File: config.mk
export PLATFORM = sky130hd
export DESIGN_NAME = thumb16_alu_execute
export DESIGN_NICKNAME = d
export VERILOG_FILES = /design/src/rtl/t16alu_pkg.sv /design/src/rtl/t16alu_decode.sv /design/src/rtl/t16alu_queue.sv /design/src/rtl/t16alu_exec.sv /design/src/rtl/thumb16_alu_execute.sv
export SDC_FILE = /design/constraint.sdc
export NUM_CORES = 2
export LEC_CHECK = 0
export BUFFER_PORTS_ARGS = -buffer_cell sky130_fd_sc_hd__buf_4
export CAP_MARGIN = 30
export CORE_MARGIN = 2
export CORE_UTILIZATION = 50
export CTS_BUF_LIST = sky130_fd_sc_hd__clkbuf_4
export DETAILED_ROUTE_END_ITERATION = 7
export HOLD_SLACK_MARGIN = 0.12
export PLACE_DENSITY = 0.76
export SKIP_LAST_GASP = 1
export SLEW_MARGIN = 20
export SYNTH_ARGS = -nofsm -noshare
export SYNTH_HDL_FRONTEND = slang
export SYNTH_SLANG_ARGS = --single-unit
File: constraint.sdc
create_clock -name clk -period 12.7 [get_ports clk]
set_input_delay 0.635 -clock clk [delete_from_list [all_inputs] [get_ports clk]]
set_output_delay 0.635 -clock clk [all_outputs]
set_load 0.05 [all_outputs]
File: src/rtl/t16alu_pkg.sv
package t16alu_pkg;

    typedef enum logic [2:0] {
        CLS_NONE,
        CLS_ADDSUB3,
        CLS_SHIFT_IMM,
        CLS_IMM8,
        CLS_ALU_REG,
        CLS_EXTEND,
        CLS_REVERSE
    } cls_t;

    localparam logic [3:0] FLAG_N = 4'd8;
    localparam logic [3:0] FLAG_Z = 4'd4;
    localparam logic [3:0] FLAG_C = 4'd2;
    localparam logic [3:0] FLAG_V = 4'd1;

    localparam logic [3:0] ALU_AND = 4'd0;
    localparam logic [3:0] ALU_EOR = 4'd1;
    localparam logic [3:0] ALU_LSL = 4'd2;
    localparam logic [3:0] ALU_LSR = 4'd3;
    localparam logic [3:0] ALU_ASR = 4'd4;
    localparam logic [3:0] ALU_ADC = 4'd5;
    localparam logic [3:0] ALU_SBC = 4'd6;
    localparam logic [3:0] ALU_ROR = 4'd7;
    localparam logic [3:0] ALU_TST = 4'd8;
    localparam logic [3:0] ALU_RSB = 4'd9;
    localparam logic [3:0] ALU_CMP = 4'd10;
    localparam logic [3:0] ALU_CMN = 4'd11;
    localparam logic [3:0] ALU_ORR = 4'd12;
    localparam logic [3:0] ALU_MUL = 4'd13;
    localparam logic [3:0] ALU_BIC = 4'd14;
    localparam logic [3:0] ALU_MVN = 4'd15;

    localparam logic [1:0] SH_LSL = 2'd0;
    localparam logic [1:0] SH_LSR = 2'd1;
    localparam logic [1:0] SH_ASR = 2'd2;
    localparam logic [1:0] SH_ROR = 2'd3;

    localparam logic [1:0] IMM_MOV = 2'd0;
    localparam logic [1:0] IMM_CMP = 2'd1;
    localparam logic [1:0] IMM_ADD = 2'd2;
    localparam logic [1:0] IMM_SUB = 2'd3;

    localparam logic [1:0] EXT_SXTH = 2'd0;
    localparam logic [1:0] EXT_SXTB = 2'd1;
    localparam logic [1:0] EXT_UXTH = 2'd2;
    localparam logic [1:0] EXT_UXTB = 2'd3;

    localparam logic [1:0] REV_REV   = 2'd0;
    localparam logic [1:0] REV_REV16 = 2'd1;
    localparam logic [1:0] REV_RSVD  = 2'd2;
    localparam logic [1:0] REV_REVSH = 2'd3;

    typedef struct packed {
        cls_t        cls;
        logic [15:0] instruction;
    } dec_item_t;

endpackage

File: src/rtl/t16alu_decode.sv
module t16alu_decode
    import t16alu_pkg::*;
(
    input  logic [15:0] instruction,
    output dec_item_t   item
);

    cls_t cls;

    always_comb
    begin
        if ((instruction & 16'he000) == 16'h0000)
        begin
            if ((instruction & 16'h1800) == 16'h1800)
                cls = CLS_ADDSUB3;
            else
                cls = CLS_SHIFT_IMM;
        end
        else if ((instruction & 16'he000) == 16'h2000)
            cls = CLS_IMM8;
        else if ((instruction & 16'hfc00) == 16'h4000)
            cls = CLS_ALU_REG;
        else if ((instruction & 16'hff00) == 16'hb200)
            cls = CLS_EXTEND;
        else if ((instruction & 16'hff00) == 16'hba00 && instruction[7:6] != REV_RSVD)
            cls = CLS_REVERSE;
        else
            cls = CLS_NONE;
    end

    assign item.cls = cls;
    assign item.instruction = instruction;

endmodule

File: src/rtl/t16alu_queue.sv
module t16alu_queue
    import t16alu_pkg::*;
(
    input  logic      clk,
    input  logic      rst_n,
    input  logic      push,
    input  dec_item_t push_item,
    output logic      full,
    input  logic      pop,
    output logic      not_empty,
    output dec_item_t head
);

    dec_item_t  slot_reg [2];
    logic       wr_ptr_reg;
    logic       rd_ptr_reg;
    logic [1:0] count_reg;

    assign full = (count_reg == 2'd2);
    assign not_empty = (count_reg != 2'd0);
    assign head = slot_reg[rd_ptr_reg];

    always_ff @(posedge clk)
    begin
        if (push)
            slot_reg[wr_ptr_reg] <= push_item;
    end

    always_ff @(posedge clk or negedge rst_n)
    begin
        if (!rst_n)
        begin
            wr_ptr_reg <= 1'b0;
            rd_ptr_reg <= 1'b0;
            count_reg  <= 2'd0;
        end
        else
        begin
            if (push)
                wr_ptr_reg <= ~wr_ptr_reg;
            if (pop)
                rd_ptr_reg <= ~rd_ptr_reg;
            count_reg <= count_reg + {1'b0, push} - {1'b0, pop};
        end
    end

endmodule

File: src/rtl/t16alu_exec.sv
module t16alu_exec
    import t16alu_pkg::*;
(
    input  logic        clk,
    input  logic        rst_n,
    input  logic        in_valid,
    input  dec_item_t   item,
    output logic        in_ready,
    output logic        out_valid,
    input  logic        out_ready,
    output logic        write_enable,
    output logic [2:0]  dest_index,
    output logic [31:0] write_value,
    output logic [3:0]  flags_nzcv,
    output logic        not_handled
);

    logic [31:0] regs_reg [8];
    logic [3:0]  flags_reg;
    logic        valid_reg;
    logic        we_reg;
    logic [2:0]  d_reg;
    logic [31:0] val_reg;
    logic [3:0]  fl_reg;
    logic        nh_reg;

    logic [15:0] ins;
    logic [2:0]  rd;
    logic [2:0]  rs;
    logic [2:0]  rm;
    logic [31:0] a_op;
    logic [31:0] b_op;
    logic [31:0] add_a;
    logic [31:0] add_b;
    logic        add_cin;
    logic [32:0] add_sum;
    logic [31:0] add_r;
    logic [3:0]  sum_nzcv;
    logic [31:0] sh_in;
    logic [1:0]  sh_type;
    logic [7:0]  sh_n;
    logic [31:0] sh_r;
    logic        sh_c;
    logic [31:0] mul_r;
    logic [31:0] val;
    logic        we;
    logic        nh;
    logic [2:0]  d;
    logic [3:0]  fl;
    logic        take;
    logic [15:0] rev_h;
    logic [63:0] ror_w;

    assign ins = item.instruction;
    assign rd = (item.cls == CLS_IMM8) ? ins[10:8] : ins[2:0];
    assign rs = ins[5:3];
    assign rm = ins[8:6];
    assign a_op = regs_reg[rd];
    assign b_op = regs_reg[rs];
    assign mul_r = a_op * b_op;

    assign in_ready = !valid_reg || out_ready;
    assign take = in_valid && in_ready;

    assign add_sum = {1'b0, add_a} + {1'b0, add_b} + {32'd0, add_cin};
    assign add_r = add_sum[31:0];
    assign sum_nzcv = {add_r[31], add_r == 32'd0, add_sum[32],
                       (~(add_a[31] ^ add_b[31])) & (add_a[31] ^ add_r[31])};

    // Shift_C over amounts 0..255
    always_comb
    begin
        sh_r = sh_in;
        sh_c = flags_reg[1];
        ror_w = {sh_in, sh_in} >> sh_n[4:0];
        if (sh_n != 8'd0)
        begin
            case (sh_type)
                SH_LSL:
                begin
                    if (sh_n < 8'd32)
                    begin
                        sh_r = sh_in << sh_n[4:0];
                        sh_c = sh_in[5'd0 - sh_n[4:0]];
                    end
                    else
                    begin
                        sh_r = 32'd0;
                        sh_c = (sh_n == 8'd32) ? sh_in[0] : 1'b0;
                    end
                end
                SH_LSR:
                begin
                    if (sh_n < 8'd32)
                    begin
                        sh_r = sh_in >> sh_n[4:0];
                        sh_c = sh_in[sh_n[4:0] - 5'd1];
                    end
                    else
                    begin
                        sh_r = 32'd0;
                        sh_c = (sh_n == 8'd32) ? sh_in[31] : 1'b0;
                    end
                end
                SH_ASR:
                begin
                    if (sh_n < 8'd32)
                    begin
                        sh_r = $unsigned($signed(sh_in) >>> sh_n[4:0]);
                        sh_c = sh_in[sh_n[4:0] - 5'd1];
                    end
                    else
                    begin
                        sh_r = {32{sh_in[31]}};
                        sh_c = sh_in[31];
                    end
                end
                default:
                begin
                    sh_r = ror_w[31:0];
                    sh_c = ror_w[31];
                end
            endcase
        end
    end

    always_comb
    begin
        add_a = a_op;
        add_b = b_op;
        add_cin = 1'b0;
        sh_in = b_op;
        sh_type = ins[12:11];
        sh_n = {3'd0, ins[10:6]};
        val = 32'd0;
        we = 1'b0;
        nh = 1'b0;
        d = rd;
        fl = flags_reg;
        rev_h = {b_op[7:0], b_op[15:8]};
        case (item.cls)
            CLS_ADDSUB3:
            begin
                add_a = b_op;
                add_b = ins[10] ? {29'd0, rm} : regs_reg[rm];
                if (ins[9])
                begin
                    add_b = ~add_b;
                    add_cin = 1'b1;
                end
                val = add_r;
                fl = sum_nzcv;
                we = 1'b1;
            end
            CLS_SHIFT_IMM:
            begin
                if (ins[10:6] == 5'd0 && ins[12:11] != SH_LSL)
                    sh_n = 8'd32;
                val = sh_r;
                fl = {sh_r[31], sh_r == 32'd0, sh_c, flags_reg[0]};
                we = 1'b1;
            end
            CLS_IMM8:
            begin
                add_b = {24'd0, ins[7:0]};
                if (ins[12:11] == IMM_CMP || ins[12:11] == IMM_SUB)
                begin
                    add_b = ~add_b;
                    add_cin = 1'b1;
                end
                if (ins[12:11] == IMM_MOV)
                begin
                    val = {24'd0, ins[7:0]};
                    fl = {1'b0, ins[7:0] == 8'd0, flags_reg[1:0]};
                    we = 1'b1;
                end
                else
                begin
                    val = add_r;
                    fl = sum_nzcv;
                    we = (ins[12:11] != IMM_CMP);
                end
            end
            CLS_ALU_REG:
            begin
                sh_in = a_op;
                sh_n = b_op[7:0];
                we = 1'b1;
                case (ins[9:6])
                    ALU_AND, ALU_TST: val = a_op & b_op;
                    ALU_EOR: val = a_op ^ b_op;
                    ALU_ORR: val = a_op | b_op;
                    ALU_MUL: val = mul_r;
                    ALU_BIC: val = a_op & ~b_op;
                    ALU_MVN: val = ~b_op;
                    ALU_LSL: sh_type = SH_LSL;
                    ALU_LSR: sh_type = SH_LSR;
                    ALU_ASR: sh_type = SH_ASR;
                    ALU_ROR: sh_type = SH_ROR;
                    ALU_ADC: add_cin = flags_reg[1];
                    ALU_SBC:
                    begin
                        add_b = ~b_op;
                        add_cin = flags_reg[1];
                    end
                    ALU_RSB:
                    begin
                        add_a = 32'd0;
                        add_b = ~b_op;
                        add_cin = 1'b1;
                    end
                    ALU_CMP:
                    begin
                        add_b = ~b_op;
                        add_cin = 1'b1;
                    end
                    default: add_cin = 1'b0;
                endcase
                case (ins[9:6])
                    ALU_LSL, ALU_LSR, ALU_ASR, ALU_ROR:
                    begin
                        val = sh_r;
                        fl = {sh_r[31], sh_r == 32'd0, sh_c, flags_reg[0]};
                    end
                    ALU_ADC, ALU_SBC, ALU_RSB, ALU_CMP, ALU_CMN:
                    begin
                        val = add_r;
                        fl = sum_nzcv;
                    end
                    default: fl = {val[31], val == 32'd0, flags_reg[1:0]};
                endcase
                if (ins[9:6] == ALU_TST || ins[9:6] == ALU_CMP || ins[9:6] == ALU_CMN)
                    we = 1'b0;
            end
            CLS_EXTEND:
            begin
                case (ins[7:6])
                    EXT_SXTH: val = {{16{b_op[15]}}, b_op[15:0]};
                    EXT_SXTB: val = {{24{b_op[7]}}, b_op[7:0]};
                    EXT_UXTH: val = {16'd0, b_op[15:0]};
                    default: val = {24'd0, b_op[7:0]};
                endcase
                we = 1'b1;
            end
            CLS_REVERSE:
            begin
                case (ins[7:6])
                    REV_REV: val = {b_op[7:0], b_op[15:8], b_op[23:16], b_op[31:24]};
                    REV_REV16: val = {b_op[23:16], b_op[31:24], b_op[7:0], b_op[15:8]};
                    default: val = {{16{rev_h[15]}}, rev_h};
                endcase
                we = 1'b1;
            end
            default: nh = 1'b1;
        endcase
        if (!we)
        begin
            d = 3'd0;
            val = 32'd0;
        end
    end

    always_ff @(posedge clk or negedge rst_n)
    begin
        if (!rst_n)
        begin
            for (int i = 0; i < 8; i++)
                regs_reg[i] <= 32'd0;
            flags_reg <= 4'd0;
            valid_reg <= 1'b0;
        end
        else
        begin
            if (take)
            begin
                if (we)
                    regs_reg[d] <= val;
                flags_reg <= fl;
            end
            if (in_ready)
                valid_reg <= in_valid;
        end
    end

    always_ff @(posedge clk)
    begin
        if (take)
        begin
            we_reg  <= we;
            d_reg   <= d;
            val_reg <= val;
            fl_reg  <= fl;
            nh_reg  <= nh;
        end
    end

    assign out_valid = valid_reg;
    assign write_enable = we_reg;
    assign dest_index = d_reg;
    assign write_value = val_reg;
    assign flags_nzcv = fl_reg;
    assign not_handled = nh_reg;

endmodule

File: src/rtl/thumb16_alu_execute.sv
// Thumb-16 data-processing execute block.
// Input channel: instruction with in_valid/in_ready, one 16-bit encoding per beat.
// Output channel: out_valid/out_ready with write_enable, dest_index, write_value,
// flags_nzcv and not_handled; exactly one result beat per input beat, in order.
// The front decodes the instruction class and pushes it into a two-entry queue;
// the back reads the low registers and flags, executes and writes back in the
// same cycle, so dependent instructions follow each other with no bubble.
// Throughput is one instruction per cycle when the receiver does not stall; each
// instruction passes through the queue and then the result register.
// When the receiver stalls the result register holds, the queue fills, and
// in_ready drops once both queue entries are taken.
// Reset clears all eight registers and the flags to zero and empties the queue.
module thumb16_alu_execute
    import t16alu_pkg::*;
(
    input  logic        clk,
    input  logic        rst_n,
    input  logic        in_valid,
    output logic        in_ready,
    input  logic [15:0] instruction,
    output logic        out_valid,
    input  logic        out_ready,
    output logic        write_enable,
    output logic [2:0]  dest_index,
    output logic [31:0] write_value,
    output logic [3:0]  flags_nzcv,
    output logic        not_handled
);

    dec_item_t dec_item;
    dec_item_t head;
    logic      q_full;
    logic      q_nempty;
    logic      ex_ready;
    logic      q_pop;

    t16alu_decode u_decode (
        .instruction (instruction),
        .item        (dec_item)
    );

    assign in_ready = !q_full;
    assign q_pop = q_nempty && ex_ready;

    t16alu_queue u_queue (
        .clk       (clk),
        .rst_n     (rst_n),
        .push      (in_valid && !q_full),
        .push_item (dec_item),
        .full      (q_full),
        .pop       (q_pop),
        .not_empty (q_nempty),
        .head      (head)
    );

    t16alu_exec u_exec (
        .clk          (clk),
        .rst_n        (rst_n),
        .in_valid     (q_nempty),
        .item         (head),
        .in_ready     (ex_ready),
        .out_valid    (out_valid),
        .out_ready    (out_ready),
        .write_enable (write_enable),
        .dest_index   (dest_index),
        .write_value  (write_value),
        .flags_nzcv   (flags_nzcv),
        .not_handled  (not_handled)
    );

    a_nh_no_write: assert property (@(posedge clk) disable iff (!rst_n)
        out_valid && not_handled |-> !write_enable)
        else $error("not handled result writes a register");

    a_nowrite_zero: assert property (@(posedge clk) disable iff (!rst_n)
        out_valid && !write_enable |-> dest_index == 3'd0 && write_value == 32'd0)
        else $error("idle write fields not zero");

    a_stall_hold: assert property (@(posedge clk) disable iff (!rst_n)
        out_valid && !out_ready |=> out_valid && $stable(write_value))
        else $error("stalled result changed");

endmodule
==> summary.md <==
| Metric | Value |
|---|---|
| Worst-margin pin slew | 1.23 ns |
| Fin Setup TNS | 0 ns |
| Detail Route Antenna Nets | 0 |
| Met1 usage | 62.5% |
| CP startpoint kind | register |
| EDFF count, synth | 73 |
| Clock Path Buffers | 3 |
| Status | finished, violations left |
| Clock slew at reported path FFs | 0.08 ns |
| Total grt overflow | 0 |
| CTS Buf Count | just under 80 |
| Final Wtd Congestion | 1.16 |
| Cell mode on critical path | fa_1 |
| Setup Skew | 0.0770 ns |
| Syn Std Cell Area | 49900 um2 |
| Post-synth ARST share | between 70 and 80% |
| DRC viols | 10 |
| Worst path top cell family by delay | adder cells |
| HP Class | input pin to register |
| Worst endpoint required time | 13.43 ns |
| Synthesized area per cell | 7.95 um2 |
| Worst skew pair latency | roughly 0.86 ns |
| Crit path DAT | 12.85 ns |
| Post-Syn Instances | 6285 |
| Detailed Place HPWL | between 200000 and 250000 um |
| Row cnt | 115 |
| Fillcell total | 9247 |
| Global-route wire length before repair | 393000 um |
| Area occupied by multi-input gates | 37900 um2 |
| Drt first pass iters | 8 |
| Violated checks | design-rule violations |
| Die X | 320 um |
| Number of I/O pins | 63 |
| Wirelength per Cell | between 30 and 40 um |
| Endpoints failing hold | 0 |
| Register area | 8830 um2 |
| Die extent in y | ~320 um |
| # port buffers | 62 |
| Slew headroom | 17.5% |
| Final period utilization | 95.5% |
| Max Fanout on Critical Path | between 50 and 60 |
| RSZ-0062 raised after global routing | no |
| Worst path slowest cell | edfxtp_1 |
| Layout area overhead | 7.81% |
| Yosys top cell by area | fa_1 |
| H-tree depth | 3 |
| Violation count after the first detailed-route iteration | 9647 |
| Via count | 55900 |
| Clock sink count | 338 |
| Unique cell type count in the Yosys netlist | roughly 120 |
| Post-synthesis sequential area ratio | 17.7% |
| Routed WL | 280000 um |
| Ys Warns | 0 |
| Core ar. | ~99000 um2 |
| Setup Crit Path Kind | register to register |
| Met2 global-route usage | 73.0% |
| Ys flop type | dfrtp_1 |
| Tmin final | around 12 ns |
| Largest net degree at the start of global routing | ~160 |
| Max reg flops | 256 |
| Met3 Use GR | 27.4% |
| # setup viols final | 0 |
| Post-synth top area share | 16.4% |
| Slowest stage delay, CP | 1.07 ns |
| Syn nets | 6921 |
| Fin. max-slew vios | 0 |
| Nets | between 6000 and 7000 |
| Crit path capture type | register |
| Ranking of synthesized cells by area | fa_1 16%, dfrtp_1 13%, nand2_1 8.7% |
| Gr busiest metal | met2 |
| Setup bufs post-CTS | 0 |
| Synth Register Bits | around 340 |
| Ratio of cells with drive above 1 in the final layout | 12.4% |
| CTS tree | built |
| Max cap viols | 0 |
| Die Footprint | 102000 um2 |
| Buf+Inv Stages, Crit Path | 6 |
| Number of global-route vias before repair | roughly 53000 |
| Initial antenna violation count | 23 |
| Fmax | 82.5 MHz |
| Starting density of the core | 50.6% |
| Tot GR Track Use | between 50% and 60% |
| Vias per cell | 7.36 |
| Root buf cell | clkbuf_4 |
==> routing by layer <==
| metal | wire [um] | vias to the layer above |
|---|---|---|
| met2 | 108000 | 5186 |
| li1 | - | 22200 |
| met4 | 30300 | 18 |
| met5 | 128 | - |
| met1 | 94700 | 26700 |
| met3 | 46500 | 1697 |
==> worst reg2reg max path, delay by kind of cell (launching register included) <==
family | cells | cell delay (ns)
adder cells (fa/ha/maj) | 9 | 3.85
AO/OA/AOI/OAI | 12 | 3.09
AND/OR/NAND/NOR | 5 | 1.26
buffers and inverters | 6 | 1.23
multiplexers | 2 | 1.22
flip-flops | 1 | 1.07
XOR/XNOR | 1 | 0.26
==> metrics by stage <==
step | std cells | util [%] | hold WS (ns) | setup slack (ns) | area, um2
4_1_cts | 7565 | 54.3 | 0.152 | 1.01 | 53600
3_3_place_gp | 7402 | 53.0 | 0.478 | 1.11 | 52400
6_report | 7590 | 54.5 | 0.170 | 0.576 | 53800
5_1_grt | 7579 | 54.5 | 0.163 | 0.195 | 53800
3_5_place_dp | 7410 | 53.1 | 0.495 | 1.06 | 52400
2_1_floorplan | 6285 | - | 0.339 | 2.75 | 49900
==> path summary, 6_finish.rpt <==
| kind | end | cells past startpoint | slack (ns) | startpoint |
|---|---|---|---|---|
| setup / recovery | u_exec.regs_reg[126]$_DFFE_PN0P_ | 35 | 0.58 | u_queue.slot_reg[1][3]$_DFFE_PP_ |
| hold / removal | u_queue.slot_reg[0][17]$_DFFE_PP_ | 2 | 0.17 | instruction[15] |
| setup reg to reg | u_exec.regs_reg[126]$_DFFE_PN0P_ | 35 | 0.58 | u_queue.slot_reg[1][3]$_DFFE_PP_ |
| hold reg to reg | u_queue.wr_ptr_reg$_DFFE_PN0P_ | 1 | 0.52 | u_queue.wr_ptr_reg$_DFFE_PN0P_ |
| max in group asynchronous | u_queue.rd_ptr_reg$_DFFE_PN0P_ | 3 | 10.77 | rst_n |
| min in group asynchronous | u_exec.regs_reg[212]$_DFFE_PN0P_ | 2 | 0.44 | rst_n |
==> cell type report <==
| type | instances | share of cell area, % |
|---|---|---|
| Antenna cell | 13 | 0.0604 |
| Tap cell | 1287 | 2.99 |
| Sequential cell | 338 | 16.4 |
| Timing Repair Buffer | 368 | 5.58 |
| Clock buffer | 107 | 1.49 |
| Clock inverter | 32 | 0.414 |
| Inverter | 394 | 2.75 |
| Multi-Input combinational cell | 5051 | 70.3 |
==> synthesized netlist by cell type, types with 16 or more instances <==
cell type / instances
a21o_1: 37
nand4_1: 33
a32oi_1: 32
o21ai_1: 22
clkinv_1: 18
a211oi_1: 109
buf_6: 17
dfrtp_1: 265
nand2_1: 1162
edfxtp_1: 73
o22ai_1: 115
o41ai_1: 16
mux2i_1: 181
nor2b_1: 33
and2_1: 25
mux4_2: 42
o21ai_0: 407
o32ai_1: 33
o221ai_1: 50
mux2_2: 104
nor4_1: 23
a22oi_1: 21
o31ai_1: 77
nand2b_1: 27
a21oi_1: 357
inv_2: 16
o211ai_1: 89
buf_2: 87
nor3_1: 67
a221oi_1: 49
a31oi_1: 69
clkbuf_1: 310
inv_1: 360
xnor2_1: 125
a311oi_1: 29
fa_1: 410
xor2_1: 23
a2bb2oi_1: 19
ha_1: 206
nand3_1: 185
buf_1: 76
nor2_1: 509
and3_1: 76
==> timing repair <==
action                    4_1_cts  5_1_grt
resized for setup               0        0
hold endpoints to repair      137        0
hold buffers                   16        0
==> cells by family (layout without fill, tap and decap cells) <==
| group | after synthesis | count (layout) | synth area share, % |
|---|---|---|---|
| adders and majority gates | 616 | 616 | 21.6 |
| xor gates and xnor gates | 152 | 152 | 2.78 |
| buffers and inverters | 896 | 901 | 7.35 |
| other | 0 | 13 | 0 |
| AOI/OAI and AO/OA | 1734 | 1734 | 23.3 |
| DFF | 338 | 338 | 17.7 |
| muxes | 344 | 344 | 8.42 |
| and+or+nand+nor | 2205 | 2205 | 18.9 |
==> cells in the final DEF (no fill, tap or decap), drive strengths merged, types with 45 or more instances in the layout <==
cell type / n
mux2: 111
a221oi: 52
nor2: 513
fa: 410
dfrtp: 265
and3: 76
o21ai: 433
buf: 351
ha: 206
xnor2: 125
o221ai: 56
nand3: 186
a211oi: 110
o31ai: 78
nand2: 1168
inv: 376
a21oi: 359
o211ai: 91
clkbuf: 108
nor3: 67
clkinv: 45
a31oi: 73
mux2i: 191
edfxtp: 73
o22ai: 115
Power is left out: the tool's default activity adds up to more than one toggle a clock period on the data nets, which glitch-free logic cannot reach.
